### src/sv/ste_pkg.sv
// ============================================================================
// ste_pkg
// Shared types and constants of the stick-to-pointer emulator.
// ============================================================================
package ste_pkg;

  localparam int unsigned STICK_W  = 16;
  localparam int unsigned BTN_W    = 32;
  localparam int unsigned FT_W     = 16;
  localparam int unsigned DZ_W     = 15;
  localparam int unsigned GAIN_W   = 24;
  localparam int unsigned ACC_W    = 48;
  localparam int unsigned FRAC_W   = 16;
  localparam int unsigned MUL_A_W  = 32;
  localparam int unsigned PROD_W   = MUL_A_W + GAIN_W;
  localparam int unsigned DELTA_W  = PROD_W - FRAC_W + 1;
  localparam int unsigned APB_DW   = 32;
  localparam int unsigned APB_AW   = 5;

  localparam logic DEF_BUTTONS_EN = 1'b1;
  localparam logic DEF_CURSOR_EN  = 1'b1;
  localparam logic DEF_CLICK_OK   = 1'b1;
  localparam logic [DZ_W-1:0]   DEF_DEAD_ZONE  = 15'd2000;
  localparam logic [GAIN_W-1:0] DEF_SPEED_GAIN = 24'd655;
  localparam logic [BTN_W-1:0]  DEF_CLICK_MASK = 32'd0;

  // Register indexes (byte address = 4 * index)
  typedef enum logic [2:0] {
    REG_BUTTONS_EN = 3'd0,
    REG_CURSOR_EN  = 3'd1,
    REG_CLICK_OK   = 3'd2,
    REG_DEAD_ZONE  = 3'd3,
    REG_SPEED_GAIN = 3'd4,
    REG_CLICK_MASK = 3'd5
  } ste_reg_t;

  typedef struct packed {
    logic              buttons_en;
    logic              cursor_en;
    logic              click_ok;
    logic [DZ_W-1:0]   dead_zone;
    logic [GAIN_W-1:0] speed_gain;
    logic [BTN_W-1:0]  click_mask;
  } ste_cfg_t;

  typedef enum logic [2:0] {
    ST_IDLE,
    ST_MX1,
    ST_MX2,
    ST_MY1,
    ST_MY2,
    ST_ACCX,
    ST_ACCY,
    ST_EMIT
  } ste_state_t;

  typedef enum logic [1:0] {
    MUL_NONE,
    MUL_MAG_X,
    MUL_MAG_Y,
    MUL_GAIN
  } ste_mul_t;

  typedef struct packed {
    logic     load;
    ste_mul_t mul_sel;
    logic     cap_dx;
    logic     cap_dy;
    logic     acc_x;
    logic     acc_y;
    logic     emit;
  } ste_cmd_t;

  typedef struct packed {
    logic out_free;
  } ste_status_t;

endpackage

### src/sv/ste_if.sv
// ============================================================================
// ste_if
// Valid/ready channels for stick samples and pointer results.
// ============================================================================
interface ste_in_if;
  logic                                valid;
  logic                                ready;
  logic signed [ste_pkg::STICK_W-1:0]  stick_x;
  logic signed [ste_pkg::STICK_W-1:0]  stick_y;
  logic        [ste_pkg::BTN_W-1:0]    button_word;
  logic        [ste_pkg::FT_W-1:0]     frame_time;

  modport source (output valid, stick_x, stick_y, button_word, frame_time, input ready);
  modport sink   (input valid, stick_x, stick_y, button_word, frame_time, output ready);
endinterface

interface ste_out_if;
  logic                                valid;
  logic                                ready;
  logic                                click_down;
  logic                                click_up;
  logic                                move_valid;
  logic signed [ste_pkg::STICK_W-1:0]  move_x;
  logic signed [ste_pkg::STICK_W-1:0]  move_y;

  modport source (output valid, click_down, click_up, move_valid, move_x, move_y,
                  input ready);
  modport sink   (input valid, click_down, click_up, move_valid, move_x, move_y,
                  output ready);
endinterface

### src/sv/ste_cfg_regs.sv
// ============================================================================
// ste_cfg_regs
// APB register file holding the emulator configuration.
// ============================================================================
module ste_cfg_regs (
  input  logic                         clk,
  input  logic                         rst_n,
  input  logic                         cfg_psel,
  input  logic                         cfg_penable,
  input  logic                         cfg_pwrite,
  input  logic [ste_pkg::APB_AW-1:0]   cfg_paddr,
  input  logic [ste_pkg::APB_DW-1:0]   cfg_pwdata,
  output logic [ste_pkg::APB_DW-1:0]   cfg_prdata,
  output logic                         cfg_pready,
  output ste_pkg::ste_cfg_t            cfg
);

  ste_pkg::ste_cfg_t cfg_r;
  ste_pkg::ste_cfg_t cfg_nxt;
  logic              wr_en;
  logic [2:0]        idx;

  assign cfg_pready = 1'b1;
  assign wr_en      = cfg_psel && cfg_penable && cfg_pwrite;
  assign idx        = cfg_paddr[4:2];
  assign cfg        = cfg_r;

  always_comb begin
    cfg_nxt = cfg_r;
    if (wr_en) begin
      unique case (idx)
        ste_pkg::REG_BUTTONS_EN: cfg_nxt.buttons_en = cfg_pwdata[0];
        ste_pkg::REG_CURSOR_EN:  cfg_nxt.cursor_en  = cfg_pwdata[0];
        ste_pkg::REG_CLICK_OK:   cfg_nxt.click_ok   = cfg_pwdata[0];
        ste_pkg::REG_DEAD_ZONE:  cfg_nxt.dead_zone  = cfg_pwdata[ste_pkg::DZ_W-1:0];
        ste_pkg::REG_SPEED_GAIN: cfg_nxt.speed_gain = cfg_pwdata[ste_pkg::GAIN_W-1:0];
        ste_pkg::REG_CLICK_MASK: cfg_nxt.click_mask = cfg_pwdata[ste_pkg::BTN_W-1:0];
        default: ;
      endcase
    end
  end

  always_ff @(posedge clk) begin
    if (!rst_n) begin
      cfg_r.buttons_en <= ste_pkg::DEF_BUTTONS_EN;
      cfg_r.cursor_en  <= ste_pkg::DEF_CURSOR_EN;
      cfg_r.click_ok   <= ste_pkg::DEF_CLICK_OK;
      cfg_r.dead_zone  <= ste_pkg::DEF_DEAD_ZONE;
      cfg_r.speed_gain <= ste_pkg::DEF_SPEED_GAIN;
      cfg_r.click_mask <= ste_pkg::DEF_CLICK_MASK;
    end else begin
      cfg_r <= cfg_nxt;
    end
  end

  always_comb begin
    cfg_prdata = '0;
    unique case (idx)
      ste_pkg::REG_BUTTONS_EN: cfg_prdata[0] = cfg_r.buttons_en;
      ste_pkg::REG_CURSOR_EN:  cfg_prdata[0] = cfg_r.cursor_en;
      ste_pkg::REG_CLICK_OK:   cfg_prdata[0] = cfg_r.click_ok;
      ste_pkg::REG_DEAD_ZONE:  cfg_prdata[ste_pkg::DZ_W-1:0] = cfg_r.dead_zone;
      ste_pkg::REG_SPEED_GAIN: cfg_prdata[ste_pkg::GAIN_W-1:0] = cfg_r.speed_gain;
      ste_pkg::REG_CLICK_MASK: cfg_prdata = cfg_r.click_mask;
      default: ;
    endcase
  end

endmodule

### src/sv/ste_ctrl.sv
// ============================================================================
// ste_ctrl
// Sequencer stepping one sample through the shared multiplier and accumulators.
// ============================================================================
module ste_ctrl (
  input  logic                  clk,
  input  logic                  rst_n,
  input  logic                  in_valid,
  output logic                  in_ready,
  input  ste_pkg::ste_status_t  status,
  output ste_pkg::ste_cmd_t     cmd
);

  ste_pkg::ste_state_t state_r;
  ste_pkg::ste_state_t state_nxt;

  always_ff @(posedge clk) begin
    if (!rst_n) begin
      state_r <= ste_pkg::ST_IDLE;
    end else begin
      state_r <= state_nxt;
    end
  end

  always_comb begin
    state_nxt   = state_r;
    in_ready    = 1'b0;
    cmd         = '0;
    cmd.mul_sel = ste_pkg::MUL_NONE;
    unique case (state_r)
      ste_pkg::ST_IDLE: begin
        in_ready = 1'b1;
        if (in_valid) begin
          cmd.load  = 1'b1;
          state_nxt = ste_pkg::ST_MX1;
        end
      end
      ste_pkg::ST_MX1: begin
        cmd.mul_sel = ste_pkg::MUL_MAG_X;
        state_nxt   = ste_pkg::ST_MX2;
      end
      ste_pkg::ST_MX2: begin
        cmd.mul_sel = ste_pkg::MUL_GAIN;
        state_nxt   = ste_pkg::ST_MY1;
      end
      ste_pkg::ST_MY1: begin
        cmd.cap_dx  = 1'b1;
        cmd.mul_sel = ste_pkg::MUL_MAG_Y;
        state_nxt   = ste_pkg::ST_MY2;
      end
      ste_pkg::ST_MY2: begin
        cmd.mul_sel = ste_pkg::MUL_GAIN;
        state_nxt   = ste_pkg::ST_ACCX;
      end
      ste_pkg::ST_ACCX: begin
        cmd.cap_dy = 1'b1;
        cmd.acc_x  = 1'b1;
        state_nxt  = ste_pkg::ST_ACCY;
      end
      ste_pkg::ST_ACCY: begin
        cmd.acc_y = 1'b1;
        state_nxt = ste_pkg::ST_EMIT;
      end
      ste_pkg::ST_EMIT: begin
        // hold until the result register can take the transaction
        if (status.out_free) begin
          cmd.emit  = 1'b1;
          state_nxt = ste_pkg::ST_IDLE;
        end
      end
      default: state_nxt = ste_pkg::ST_IDLE;
    endcase
  end

endmodule

### src/sv/ste_datapath.sv
// ============================================================================
// ste_datapath
// Dead zone, shared multiplier, Q32.16 accumulators, click logic and result
// register.
// ============================================================================
module ste_datapath (
  input  logic                               clk,
  input  logic                               rst_n,
  input  ste_pkg::ste_cfg_t                  cfg,
  input  ste_pkg::ste_cmd_t                  cmd,
  output ste_pkg::ste_status_t               status,
  input  logic signed [ste_pkg::STICK_W-1:0] stick_x,
  input  logic signed [ste_pkg::STICK_W-1:0] stick_y,
  input  logic        [ste_pkg::BTN_W-1:0]   button_word,
  input  logic        [ste_pkg::FT_W-1:0]    frame_time,
  ste_out_if.source                          out_chan
);

  localparam int unsigned ACC_W   = ste_pkg::ACC_W;
  localparam int unsigned SUM_W   = ACC_W + 1;
  localparam int unsigned DELTA_W = ste_pkg::DELTA_W;
  localparam int unsigned SW      = ste_pkg::STICK_W;
  localparam int unsigned WHOLE_W = ACC_W - ste_pkg::FRAC_W;
  localparam logic signed [SUM_W-1:0] ACC_MAX = {2'b00, {(ACC_W-1){1'b1}}};
  localparam logic signed [SUM_W-1:0] ACC_MIN = -ACC_MAX;
  localparam logic [ACC_W-1:0] ONE_Q16 = ACC_W'(1) << ste_pkg::FRAC_W;
  localparam logic [WHOLE_W-1:0] POS_MAX = WHOLE_W'((1 << (SW-1)) - 1);
  localparam logic [WHOLE_W-1:0] NEG_MAX = WHOLE_W'(1 << (SW-1));

  // Sample registers
  logic [SW-1:0]                   magx_r, magy_r;
  logic                            negx_r, negy_r;
  logic                            active_r;
  logic [ste_pkg::BTN_W-1:0]       bw_r;
  logic [ste_pkg::FT_W-1:0]        ft_r;
  logic [ste_pkg::PROD_W-1:0]      prod_r;
  logic signed [DELTA_W-1:0]       dx_r, dy_r;

  // State
  logic signed [ACC_W-1:0]         accx_r, accx_nxt;
  logic signed [ACC_W-1:0]         accy_r, accy_nxt;
  logic [ste_pkg::BTN_W-1:0]       prev_r, prev_nxt;

  // Result register
  logic                            out_valid_r;
  logic                            down_r, up_r, mvalid_r;
  logic signed [SW-1:0]            mx_r, my_r;

  logic [SW-1:0]                   in_magx, in_magy;
  logic [ste_pkg::MUL_A_W-1:0]     mul_a;
  logic [ste_pkg::GAIN_W-1:0]      mul_b;
  logic [DELTA_W-1:0]              dmag;
  logic signed [DELTA_W-1:0]       dsigned;
  logic signed [ACC_W-1:0]         acc_sel, acc_new;
  logic signed [DELTA_W-1:0]       d_sel;
  logic signed [SUM_W-1:0]         sum;
  logic [ACC_W-1:0]                magax, magay;
  logic                            over;
  logic signed [SW-1:0]            wx, wy;
  logic signed [ACC_W-1:0]         remx, remy;
  logic                            was, now, down, up;

  function automatic logic [SW-1:0] abs16(input logic signed [SW-1:0] v);
    abs16 = v[SW-1] ? SW'(-v) : SW'(v);
  endfunction

  function automatic logic [ACC_W-1:0] abs_acc(input logic signed [ACC_W-1:0] a);
    abs_acc = a[ACC_W-1] ? ACC_W'(-a) : ACC_W'(a);
  endfunction

  // Whole part toward zero, saturated to the move width
  function automatic logic signed [SW-1:0] whole_sat(input logic signed [ACC_W-1:0] a,
                                                     input logic [ACC_W-1:0] mag);
    logic [WHOLE_W-1:0] whole;
    whole = mag[ACC_W-1:ste_pkg::FRAC_W];
    if (a[ACC_W-1]) begin
      whole_sat = (whole > NEG_MAX) ? SW'(NEG_MAX) : SW'(-whole);
    end else begin
      whole_sat = (whole > POS_MAX) ? SW'(POS_MAX) : SW'(whole);
    end
  endfunction

  function automatic logic signed [ACC_W-1:0] frac_keep(input logic signed [ACC_W-1:0] a,
                                                        input logic [ACC_W-1:0] mag);
    logic [ACC_W-1:0] frac;
    frac = {{WHOLE_W{1'b0}}, mag[ste_pkg::FRAC_W-1:0]};
    frac_keep = a[ACC_W-1] ? -$signed(frac) : $signed(frac);
  endfunction

  assign in_magx = abs16(stick_x);
  assign in_magy = abs16(stick_y);

  // Dead zone taken off at load
  always_ff @(posedge clk) begin
    if (cmd.load) begin
      magx_r   <= (in_magx > SW'(cfg.dead_zone)) ? in_magx - SW'(cfg.dead_zone) : '0;
      magy_r   <= (in_magy > SW'(cfg.dead_zone)) ? in_magy - SW'(cfg.dead_zone) : '0;
      negx_r   <= stick_x[SW-1];
      negy_r   <= ~stick_y[SW-1];
      active_r <= cfg.cursor_en &&
                  ((in_magx > SW'(cfg.dead_zone)) || (in_magy > SW'(cfg.dead_zone)));
      bw_r     <= button_word;
      ft_r     <= frame_time;
    end
  end

  // Shared multiplier: magnitude times frame time, then times gain
  always_comb begin
    mul_a = '0;
    mul_b = '0;
    unique case (cmd.mul_sel)
      ste_pkg::MUL_MAG_X: begin
        mul_a = ste_pkg::MUL_A_W'(magx_r);
        mul_b = ste_pkg::GAIN_W'(ft_r);
      end
      ste_pkg::MUL_MAG_Y: begin
        mul_a = ste_pkg::MUL_A_W'(magy_r);
        mul_b = ste_pkg::GAIN_W'(ft_r);
      end
      ste_pkg::MUL_GAIN: begin
        mul_a = prod_r[ste_pkg::MUL_A_W-1:0];
        mul_b = cfg.speed_gain;
      end
      ste_pkg::MUL_NONE: ;
      default: ;
    endcase
  end

  always_ff @(posedge clk) begin
    if (cmd.mul_sel != ste_pkg::MUL_NONE) begin
      prod_r <= ste_pkg::PROD_W'(mul_a) * ste_pkg::PROD_W'(mul_b);
    end
  end

  assign dmag    = {1'b0, prod_r[ste_pkg::PROD_W-1:ste_pkg::FRAC_W]};
  assign dsigned = (cmd.cap_dx ? negx_r : negy_r) ? -$signed(dmag) : $signed(dmag);

  always_ff @(posedge clk) begin
    if (cmd.cap_dx) dx_r <= dsigned;
    if (cmd.cap_dy) dy_r <= dsigned;
  end

  // Saturating accumulate, one axis per cycle
  assign acc_sel = cmd.acc_x ? accx_r : accy_r;
  assign d_sel   = cmd.acc_x ? dx_r : dy_r;
  assign sum     = SUM_W'(acc_sel) + SUM_W'(d_sel);

  always_comb begin
    priority if (sum > ACC_MAX) begin
      acc_new = ACC_W'(ACC_MAX);
    end else if (sum < ACC_MIN) begin
      acc_new = ACC_W'(ACC_MIN);
    end else begin
      acc_new = ACC_W'(sum);
    end
  end

  // Move emission
  assign magax = abs_acc(accx_r);
  assign magay = abs_acc(accy_r);
  assign over  = active_r && ((magax > ONE_Q16) || (magay > ONE_Q16));
  assign wx    = whole_sat(accx_r, magax);
  assign wy    = whole_sat(accy_r, magay);
  assign remx  = frac_keep(accx_r, magax);
  assign remy  = frac_keep(accy_r, magay);

  // Click edges
  assign was = |(prev_r & cfg.click_mask);
  assign now = |(bw_r & cfg.click_mask);

  always_comb begin
    down     = 1'b0;
    up       = 1'b0;
    prev_nxt = prev_r;
    if (cfg.buttons_en) begin
      if (!cfg.click_ok) begin
        up       = was;
        prev_nxt = '0;
      end else begin
        down     = now && !was;
        up       = !now && was;
        prev_nxt = bw_r;
      end
    end
  end

  always_comb begin
    accx_nxt = accx_r;
    accy_nxt = accy_r;
    if (cmd.acc_x && active_r) accx_nxt = acc_new;
    if (cmd.acc_y && active_r) accy_nxt = acc_new;
    if (cmd.emit && over) begin
      accx_nxt = remx;
      accy_nxt = remy;
    end
  end

  always_ff @(posedge clk) begin
    if (!rst_n) begin
      accx_r <= '0;
      accy_r <= '0;
      prev_r <= '0;
    end else begin
      accx_r <= accx_nxt;
      accy_r <= accy_nxt;
      if (cmd.emit) prev_r <= prev_nxt;
    end
  end

  assign status.out_free = !out_valid_r || out_chan.ready;

  always_ff @(posedge clk) begin
    if (!rst_n) begin
      out_valid_r <= 1'b0;
    end else if (cmd.emit) begin
      out_valid_r <= 1'b1;
    end else if (out_chan.ready) begin
      out_valid_r <= 1'b0;
    end
  end

  always_ff @(posedge clk) begin
    if (cmd.emit) begin
      down_r   <= down;
      up_r     <= up;
      mvalid_r <= over;
      mx_r     <= over ? wx : '0;
      my_r     <= over ? wy : '0;
    end
  end

  assign out_chan.valid      = out_valid_r;
  assign out_chan.click_down = down_r;
  assign out_chan.click_up   = up_r;
  assign out_chan.move_valid = mvalid_r;
  assign out_chan.move_x     = mx_r;
  assign out_chan.move_y     = my_r;

endmodule

### src/sv/stick_to_pointer_emulator.sv
// ============================================================================
// stick_to_pointer_emulator
// Gamepad stick and buttons to emulated pointer moves and left clicks.
// ============================================================================
// Sequence: a taken sample steps through MX1, MX2, MY1, MY2, ACCX, ACCY and EMIT;
//   EMIT waits while the previous result still waits for the sink.
// The next sample is taken only once the last one has left EMIT; the single shared
//   32x24 multiplier is used four times per sample (two products per axis).
// Reset (rst_n, synchronous, active low): configuration to defaults,
//   accumulators and remembered buttons to zero, no result pending.
module stick_to_pointer_emulator (
  input  logic                        clk,
  input  logic                        rst_n,
  ste_in_if.sink                      in_chan,
  ste_out_if.source                   out_chan,
  input  logic                        cfg_psel,
  input  logic                        cfg_penable,
  input  logic                        cfg_pwrite,
  input  logic [ste_pkg::APB_AW-1:0]  cfg_paddr,
  input  logic [ste_pkg::APB_DW-1:0]  cfg_pwdata,
  output logic [ste_pkg::APB_DW-1:0]  cfg_prdata,
  output logic                        cfg_pready
);

  ste_pkg::ste_cfg_t    cfg;
  ste_pkg::ste_cmd_t    cmd;
  ste_pkg::ste_status_t status;
  logic                 in_ready;

  // Configuration registers; the user writes them only while no sample is in flight (not enforced here)
  ste_cfg_regs u_cfg (
    .clk         (clk),
    .rst_n       (rst_n),
    .cfg_psel    (cfg_psel),
    .cfg_penable (cfg_penable),
    .cfg_pwrite  (cfg_pwrite),
    .cfg_paddr   (cfg_paddr),
    .cfg_pwdata  (cfg_pwdata),
    .cfg_prdata  (cfg_prdata),
    .cfg_pready  (cfg_pready),
    .cfg         (cfg)
  );

  // Sequencer: take a sample, run the multiply and accumulate steps, emit
  ste_ctrl u_ctrl (
    .clk      (clk),
    .rst_n    (rst_n),
    .in_valid (in_chan.valid),
    .in_ready (in_ready),
    .status   (status),
    .cmd      (cmd)
  );

  // The result register frees the input side: a new sample is taken while a
  // finished result waits for the sink.
  assign in_chan.ready = in_ready;

  // Arithmetic, click edges and the result register
  ste_datapath u_dp (
    .clk         (clk),
    .rst_n       (rst_n),
    .cfg         (cfg),
    .cmd         (cmd),
    .status      (status),
    .stick_x     (in_chan.stick_x),
    .stick_y     (in_chan.stick_y),
    .button_word (in_chan.button_word),
    .frame_time  (in_chan.frame_time),
    .out_chan    (out_chan)
  );

endmodule

### src/flat_wrapper.sv
// flat-port wrapper written by rule: the top's interface ports become plain ports
module stick_to_pointer_emulator_flat 
  (clk, rst_n, cfg_psel, cfg_penable, cfg_pwrite, cfg_paddr, cfg_pwdata, cfg_prdata, cfg_pready, in_chan_valid, in_chan_stick_x, in_chan_stick_y, in_chan_button_word, in_chan_frame_time, in_chan_ready, out_chan_valid, out_chan_click_down, out_chan_click_up, out_chan_move_valid, out_chan_move_x, out_chan_move_y, out_chan_ready);
  ste_in_if in_chan_i ();
  ste_out_if out_chan_i ();
  input  logic clk;
  input  logic rst_n;
  input  logic cfg_psel;
  input  logic cfg_penable;
  input  logic cfg_pwrite;
  input  logic [ste_pkg::APB_AW-1:0] cfg_paddr;
  input  logic [ste_pkg::APB_DW-1:0] cfg_pwdata;
  output logic [ste_pkg::APB_DW-1:0] cfg_prdata;
  output logic cfg_pready;
  input wire logic [$bits(in_chan_i.valid)-1:0] in_chan_valid;
  input wire logic [$bits(in_chan_i.stick_x)-1:0] in_chan_stick_x;
  input wire logic [$bits(in_chan_i.stick_y)-1:0] in_chan_stick_y;
  input wire logic [$bits(in_chan_i.button_word)-1:0] in_chan_button_word;
  input wire logic [$bits(in_chan_i.frame_time)-1:0] in_chan_frame_time;
  output wire logic [$bits(in_chan_i.ready)-1:0] in_chan_ready;
  output wire logic [$bits(out_chan_i.valid)-1:0] out_chan_valid;
  output wire logic [$bits(out_chan_i.click_down)-1:0] out_chan_click_down;
  output wire logic [$bits(out_chan_i.click_up)-1:0] out_chan_click_up;
  output wire logic [$bits(out_chan_i.move_valid)-1:0] out_chan_move_valid;
  output wire logic [$bits(out_chan_i.move_x)-1:0] out_chan_move_x;
  output wire logic [$bits(out_chan_i.move_y)-1:0] out_chan_move_y;
  input wire logic [$bits(out_chan_i.ready)-1:0] out_chan_ready;
  assign in_chan_i.valid = in_chan_valid;
  assign in_chan_i.stick_x = in_chan_stick_x;
  assign in_chan_i.stick_y = in_chan_stick_y;
  assign in_chan_i.button_word = in_chan_button_word;
  assign in_chan_i.frame_time = in_chan_frame_time;
  assign in_chan_ready = in_chan_i.ready;
  assign out_chan_valid = out_chan_i.valid;
  assign out_chan_click_down = out_chan_i.click_down;
  assign out_chan_click_up = out_chan_i.click_up;
  assign out_chan_move_valid = out_chan_i.move_valid;
  assign out_chan_move_x = out_chan_i.move_x;
  assign out_chan_move_y = out_chan_i.move_y;
  assign out_chan_i.ready = out_chan_ready;
  stick_to_pointer_emulator u_core (.clk(clk), .rst_n(rst_n), .in_chan(in_chan_i), .out_chan(out_chan_i), .cfg_psel(cfg_psel), .cfg_penable(cfg_penable), .cfg_pwrite(cfg_pwrite), .cfg_paddr(cfg_paddr), .cfg_pwdata(cfg_pwdata), .cfg_prdata(cfg_prdata), .cfg_pready(cfg_pready));
endmodule
### config.mk
export PLATFORM = sky130hd
export DESIGN_NAME = stick_to_pointer_emulator_flat
export DESIGN_NICKNAME = d
export VERILOG_FILES = /design/src/sv/ste_pkg.sv /design/src/sv/ste_if.sv /design/src/sv/ste_cfg_regs.sv /design/src/sv/ste_ctrl.sv /design/src/sv/ste_datapath.sv /design/src/sv/stick_to_pointer_emulator.sv /design/src/flat_wrapper.sv
export SDC_FILE = /design/constraint.sdc
export NUM_CORES = 2
export LEC_CHECK = 0
export BUFFER_PORTS_ARGS = -buffer_cell sky130_fd_sc_hd__buf_2
export CORE_UTILIZATION = 40
export CTS_CLUSTER_SIZE = 12
export DETAILED_ROUTE_END_ITERATION = 16
export PLACE_DENSITY_LB_ADDON = 0.1
export SLEW_MARGIN = 20
export SYNTH_ARGS = -nofsm -noshare
export SYNTH_HDL_FRONTEND = slang
export SYNTH_SLANG_ARGS = --single-unit
### constraint.sdc
create_clock -name clk -period 9.3 [get_ports clk]
set_input_delay 0.93 -clock clk [delete_from_list [all_inputs] [get_ports clk]]
set_output_delay 0.93 -clock clk [all_outputs]
set_load 0.005 [all_outputs]
# --- Word-level counts from Yosys, hierarchy flattened ---
# Cells that the tools add are included.
word_totals:
  ramBits: 0
  n_memories: 0
  latch_bits: 0
  elab_cells: 147
  register_bits: 462
  output_inout_bits: 70
  inputBits: 124
  mem_bits_ro: 0
op_classes:
  reduce_logical: 34
  shift: 0
  eq_ne: 17
  n_addsub: 12
  multipliers: 1
  n_mux: 44
  magnitude_cmp: 10
  div_mod_pow: 0
  bitwise_logic: 3
ops:
  columns: ["op", "n"]
  rows:
  - ["two-way mux 48 bit", 11]
  - ["two-way mux 16 bit", 8]
  - ["greater-than comparator 48 x 17 -> 1 bit, second input constant", 2]
  - ["negation 16 -> 48 bit", 2]
  - ["negation 48 bit", 2]
  - ["one-hot mux 32 bit (3 select lines)", 1]
  - ["two-way mux 41 bit", 2]
  - ["AND 32 bit", 2]
  - ["greater-than comparator 32 x 15 -> 1 bit, second input constant", 2]
  - ["greater-than comparator 32 x 16 -> 1 bit, second input constant", 2]
  - ["negation 16 bit", 4]
  - ["OR reduction 32 bit", 2]
  - ["multiplier 32 x 24 -> 56 bit", 1]
  - ["adder 48 x 41 -> 49 bit", 1]
  - ["greater-than comparator 49 x 48 -> 1 bit, second input constant", 1]
  - ["less-than comparator 49 x 48 -> 1 bit, second input constant", 1]
  - ["one-hot mux 24 bit (2 select lines)", 1]
  - ["one-hot mux 14 bit (3 select lines)", 1]
  - ["negation 40 -> 41 bit", 1]
  - ["greater-than comparator 16 x 15 -> 1 bit", 2]
  - ["two-way mux 32 bit", 1]
  - ["subtractor 16 x 15 -> 16 bit", 2]
  - ["one-hot mux 3 bit (8 select lines)", 1]
  - ["equality test 3 bit, second input constant", 6]
  - ["other kinds (21)", 62]

# --- Longest topological paths before layout ---
depth:
  depth_word: 9
  ltp_mapped: 34
  mapped_depth_nobuf: 30

# --- Modules after synthesis ---
# A second synthesis with hierarchy kept.
hier_totals:
  hier_cells: 6141
  hier_area_um2: 54118.2
modules_own_cells:
  columns: ["mod", "seq_area_each_um2", "instances", "area_each_um2", "cells_per_inst"]
  rows:
  - ["ste_datapath", 10269.8, 1, 50452.1, 5747]
  - ["ste_cfg_regs", 1481.4, 1, 3404.5, 365]
  - ["ste_ctrl", 60.1, 1, 261.5, 29]

# --- Worst setup path before layout ---
# No wires, ideal clock.
synth_path:
  kind: "register -> register"
  start: "register u_core.u_ctrl.state_r[1]"
  end: "register u_core.u_dp.prod_r[54] (netlist bit), data pin"
  setup_time_ns: 0.258
  path_buffers: 4
  setup_slack_ns: 0.640
  stages_incl_launch_ff: 35
  period_less_slack_ns: 8.660
  arrival_ns: 8.403
  required_time_ns: 9.042
  path_cell_list: "dfxtp_1 clkbuf_1 clkbuf_1 mux2_2 a22o_1 inv_1 o21a_1 clkbuf_1 nor2_1 fa_1 inv_1 fa_1 inv_1 fa_1 inv_1 fa_1 inv_1 fa_1 fa_1 inv_1 fa_1 inv_1 ha_1 clkbuf_1 a21oi_1 o211ai_1 a211o_1 a22oi_1 o41ai_1 a21oi_1 o21ai_0 a2111oi_0 o31ai_1 a21oi_1 xnor2_1"
synth_between:
  elab_chain_len: 7
  elab_cells_between_ends: 13
  cone_classes: "1 x mul; 7 x eq/ne; 3 x mux; 2 x reduce/logical"
synth_lines:
  columns: ["element", "line_no", "rtl"]
  rows:
  - ["start: declaration", "ste_ctrl.sv:14", "ste_pkg::ste_state_t state_r;"]
  - ["start signal: assignment", "ste_ctrl.sv:19", "state_r <= ste_pkg::ST_IDLE;"]
  - ["start signal: assignment", "ste_ctrl.sv:21", "state_r <= state_nxt;"]
  - ["equality test 3 bit or equality test 3 x 2 -> 1 bit (tied branches)", "ste_ctrl.sv:30", "unique case (state_r)"]
  - ["OR reduction 2 bit (no source line)", null, null]
  - ["one-hot mux 2 bit (3 select lines) *", "ste_ctrl.sv:30", null]
  - ["equality test 2 bit or equality test 2 x 1 -> 1 bit (tied branches)", "ste_datapath.sv:111", "unique case (cmd.mul_sel)"]
  - ["OR reduction 2 bit (no source line)", null, null]
  - ["one-hot mux 24 bit (2 select lines)", "ste_datapath.sv:111", null]
  - ["multiplier 32 x 24 -> 56 bit *", "ste_datapath.sv:131", "prod_r <= ste_pkg::PROD_W'(mul_a) * ste_pkg::PROD_W'(mul_b);"]
  - ["end signal: assignment", "ste_datapath.sv:131", null]
  - ["end: declaration", "ste_datapath.sv:36", "logic [ste_pkg::PROD_W-1:0] prod_r;"]
# Mark *: on every way between the ends. The rest lies on a longest branch, timed or not.
# A chain may end at the register's enable or synchronous reset.

# --- Worst setup path after layout ---
layout_path:
  start: "register u_core.u_ctrl.state_r[1]"
  end: "register u_core.u_dp.prod_r[55] (netlist bit), data pin"
# The elaborated chain is that of the path after synthesis.

==> results.sh <==
export IMPL_outcome="finished, final reports clean"
export IMPL_place_congestion=0.9573
export IMPL_regArea_um2=11820
export IMPL_syn_to_final_growth_pct=10.64
export IMPL_finalCriticalPeriod_ns=8.916
export IMPL_crit_type="register to register"
export IMPL_worstSkewPairLatency_ns=0.72
export IMPL_fin_ws_ns=0.3844
export IMPL_rows=136
export IMPL_hpwl_um=157700
export IMPL_drc=0
export IMPL_syn_area_um2=55400
export IMPL_postRouteAntennaNets=0
export IMPL_cts_buffers=56
export IMPL_die_h_um=374.2
export IMPL_hold_viol_final=0
export IMPL_dpl_cell_area_um2=59100
export IMPL_most_common_layout_cells="nand2_1 (1101), inv_1 (851), fa_1 (660)"
export IMPL_final_setup_viol_count=0
export IMPL_ctsHoldBuffers=0
export IMPL_ys_seq_area_share_pct=21.32
export IMPL_core_region_area_um2=137500
export IMPL_drtIter0Drc=3901
export IMPL_grt_total_usage_pct=28.29
export IMPL_fin_skew_ns=0.1031
export IMPL_grt_pass1_wl_um=303800
export IMPL_min_delay_path_class="input port to register"
export IMPL_fin_nets=7800
export IMPL_final_common_cell="nand2_1"
export IMPL_grt_pass1_vias=48580
export IMPL_cts_sinks=462
export IMPL_cp_start_kind="register"
export IMPL_grt_max_degree=83
export IMPL_ir_worst_vdd_v=0.0001574
export IMPL_multiInputGateArea_um2=38900
export IMPL_slew_violations=0
export IMPL_leakagePower_uw=0.02758
export IMPL_cap_viol_max_count=0
export IMPL_ff2ff_path_depth=27
export IMPL_placed_cells=8469
export IMPL_place_ws_ns=0.01966
export IMPL_holdPathStages=1
export IMPL_start_util_pct=40.29
export IMPL_antenna_found_initial=9
export IMPL_pwr_density_cell_nw_per_um2=131.4
export IMPL_port_buffer_count=190
export IMPL_final_cells=8591
export IMPL_min_period_over_period_pct=95.87
export IMPL_die_w_um=374.2
export IMPL_grt_overflow=0
export IMPL_num_vias=48250
export IMPL_ios=194
export IMPL_timing_fmax_mhz=112.2
export IMPL_synthArstFlopShare_pct=0
export IMPL_worstHoldStart="in_chan_frame_time[13]"
export IMPL_htree_levels=2
export IMPL_yosys_warnings=0
export IMPL_die_area_um2=140000
export IMPL_ys_ff_latch=462
export IMPL_cp_arrival_ns=9.29
export IMPL_ys_flop_type="edfxtp_1"
export IMPL_cts_max_path_buffers=3
export IMPL_worst_pin_slew_ns=1.202
export IMPL_timing_rr_start="u_core.u_ctrl.state_r[1]"
export IMPL_critPathCaptureType="register"
export IMPL_synth_distinct_cells=110
export IMPL_syn_nets=7716
export IMPL_dr_pass1_iters=8
export IMPL_cts_root_buf="clkbuf_16"
export IMPL_critPathRequiredTime_ns=9.67
export IMPL_syn_inst=6658
export IMPL_clk_pin_slew_ns=0.06
export IMPL_final_area_um2=61290
export IMPL_syn_avg_cell_area_um2=8.321
export IMPL_maxSlewHeadroom_pct=19.58
export IMPL_wl_um=198200
export IMPL_fillCellCount=13870
export IMPL_cp_max_fo=67
export IMPL_viasPerCell=5.616
export IMPL_drive_gt1_share_pct=10.07
export IMPL_crit_start="u_core.u_ctrl.state_r[1]"
export IMPL_synth_edf_count=256
export IMPL_routedWlPerCell_um=23.08
export IMPL_cts_tree="yes"
state kept, by name, indices dropped and copies added (netlist names), 16 cells and up:
signal / flops
u_core.u_cfg.cfg: 74
u_core.u_dp.prod_r: 56
u_core.u_dp.accx_r: 48
u_core.u_dp.accy_r: 48
u_core.u_dp.dx_r: 41
u_core.u_dp.dy_r: 41
u_core.u_dp.bw_r: 32
u_core.u_dp.prev_r: 32
u_core.u_dp.ft_r: 16
u_core.u_dp.magx_r: 16
u_core.u_dp.magy_r: 16
u_core.u_dp.out_chan.move_x: 16
u_core.u_dp.out_chan.move_y: 16
area by class of cell:
class | count | area share [%]
antenna | 7 | 0.02858
clock buffer | 78 | 2.670
clock inverter | 28 | 0.5920
inverter | 855 | 5.248
multi-input combinational | 4924 | 63.46
sequential | 462 | 19.28
tap | 1794 | 3.662
timing repair buffer | 443 | 5.052
worst max-delay path, stage by stage, from the launching register on:
cell      delay [ns]
dfxtp_4         0.37
xnor2_2         0.16
nor2_4          0.25
buf_4           0.18
buf_12          0.27
nand2_1         0.45
nor2_1          0.26
fa_1            0.46
fa_1            0.54
fa_1            0.55
fa_1            0.57
fa_1            0.57
fa_1            0.56
inv_1           0.06
fa_1            0.53
inv_1           0.04
ha_1            0.35
nand3_1         0.12
a2111o_1        0.45
o211ai_1        0.21
buf_4           0.22
a21oi_1         0.11
o31ai_1         0.41
o21ai_1         0.16
a31oi_1         0.29
a211o_1         0.18
a21oi_1         0.07
xnor2_1         0.12
synthesized netlist by cell type, types with 31 or more instances:
master       n  share of area [%]
or3_1       49               0.55
o211ai_1    46               0.62
a211oi_1    43               0.58
nand3_1    120                1.1
nand2b_1    31               0.35
ha_1       273                6.2
and3_1      95                1.1
clkbuf_1   359                2.4
a22oi_1     52               0.70
buf_2       33               0.30
xnor2_1    150                2.4
a22o_1      39               0.62
nand4_1     57               0.64
xor2_1      86                1.4
inv_1      853                5.8
a21oi_1    328                3.0
dfxtp_1    206                7.4
o21ai_0    251                2.3
nor4_1      51               0.58
edfxtp_1   256                 14
o21a_1      55               0.75
mux2i_1     40               0.72
nor3_1     136                1.2
fa_1       661                 24
a21o_1      52               0.70
nand2_1   1106                7.5
and2_1      52               0.59
o31ai_1     47               0.64
a31oi_1     47               0.53
nor2_1     588                4.0
what timing repair did:
action	4_1_cts	5_1_grt
resized for setup	2	30
setup endpoints to repair	1	11
setup buffers	0	7
endpoints found under the hold margin	0	0
gates cloned	0	1
pin swaps	0	2
per-stage QoR:
stage	total power (uW)	utilization (%)	hold slack [ns]	setup TNS (ns)
after CTS	8058	44.44	0.3546	0
final	8056	44.58	0.3958	0
after global routing	8509	44.58	0.3652	-0.01240
after floorplan	4419	-	0.4316	0
after global placement	5637	42.98	0.4382	0
after detailed placement	5632	42.98	0.4464	0
metal layers:
metal / wire (um) / up-vias / GRT usage [%]
li1: - / 22400 / -
met1: 86360 / 24060 / 38.01
met2: 93820 / 1476 / 46.95
met3: 10110 / 315 / 2.933
met4: 7937 / 2 / 10.59
met5: 13 / - / 0
where the power goes:
group | switching [uW] | leakage (uW) | internal (uW)
Clock | 1010 | 0.000989 | 1380
Sequential | 150 | 0.00406 | 2390
Combinational | 2040 | 0.0225 | 1090
logic make-up after synthesis:
kind of cell | after synthesis | synth area share, %
adders and majority gates | 946 | 30.27
other | 1 | 0.006769
AOI/OAI and AO/OA | 1254 | 15.07
and+or+nand+nor | 2426 | 19.66
muxes | 59 | 1.109
buffers and inverters | 1272 | 8.775
DFF | 462 | 21.32
xor gates and xnor gates | 238 | 3.790
worst paths after layout:
path / to / slack, ns
min reg2reg: u_core.u_dp.prev_r[30] / 0.45
max: u_core.u_dp.prod_r[55] / 0.38
max reg2reg: u_core.u_dp.prod_r[55] / 0.38
min: u_core.u_dp.ft_r[13] / 0.40
Note: power is estimated with default switching activity, not from simulation.
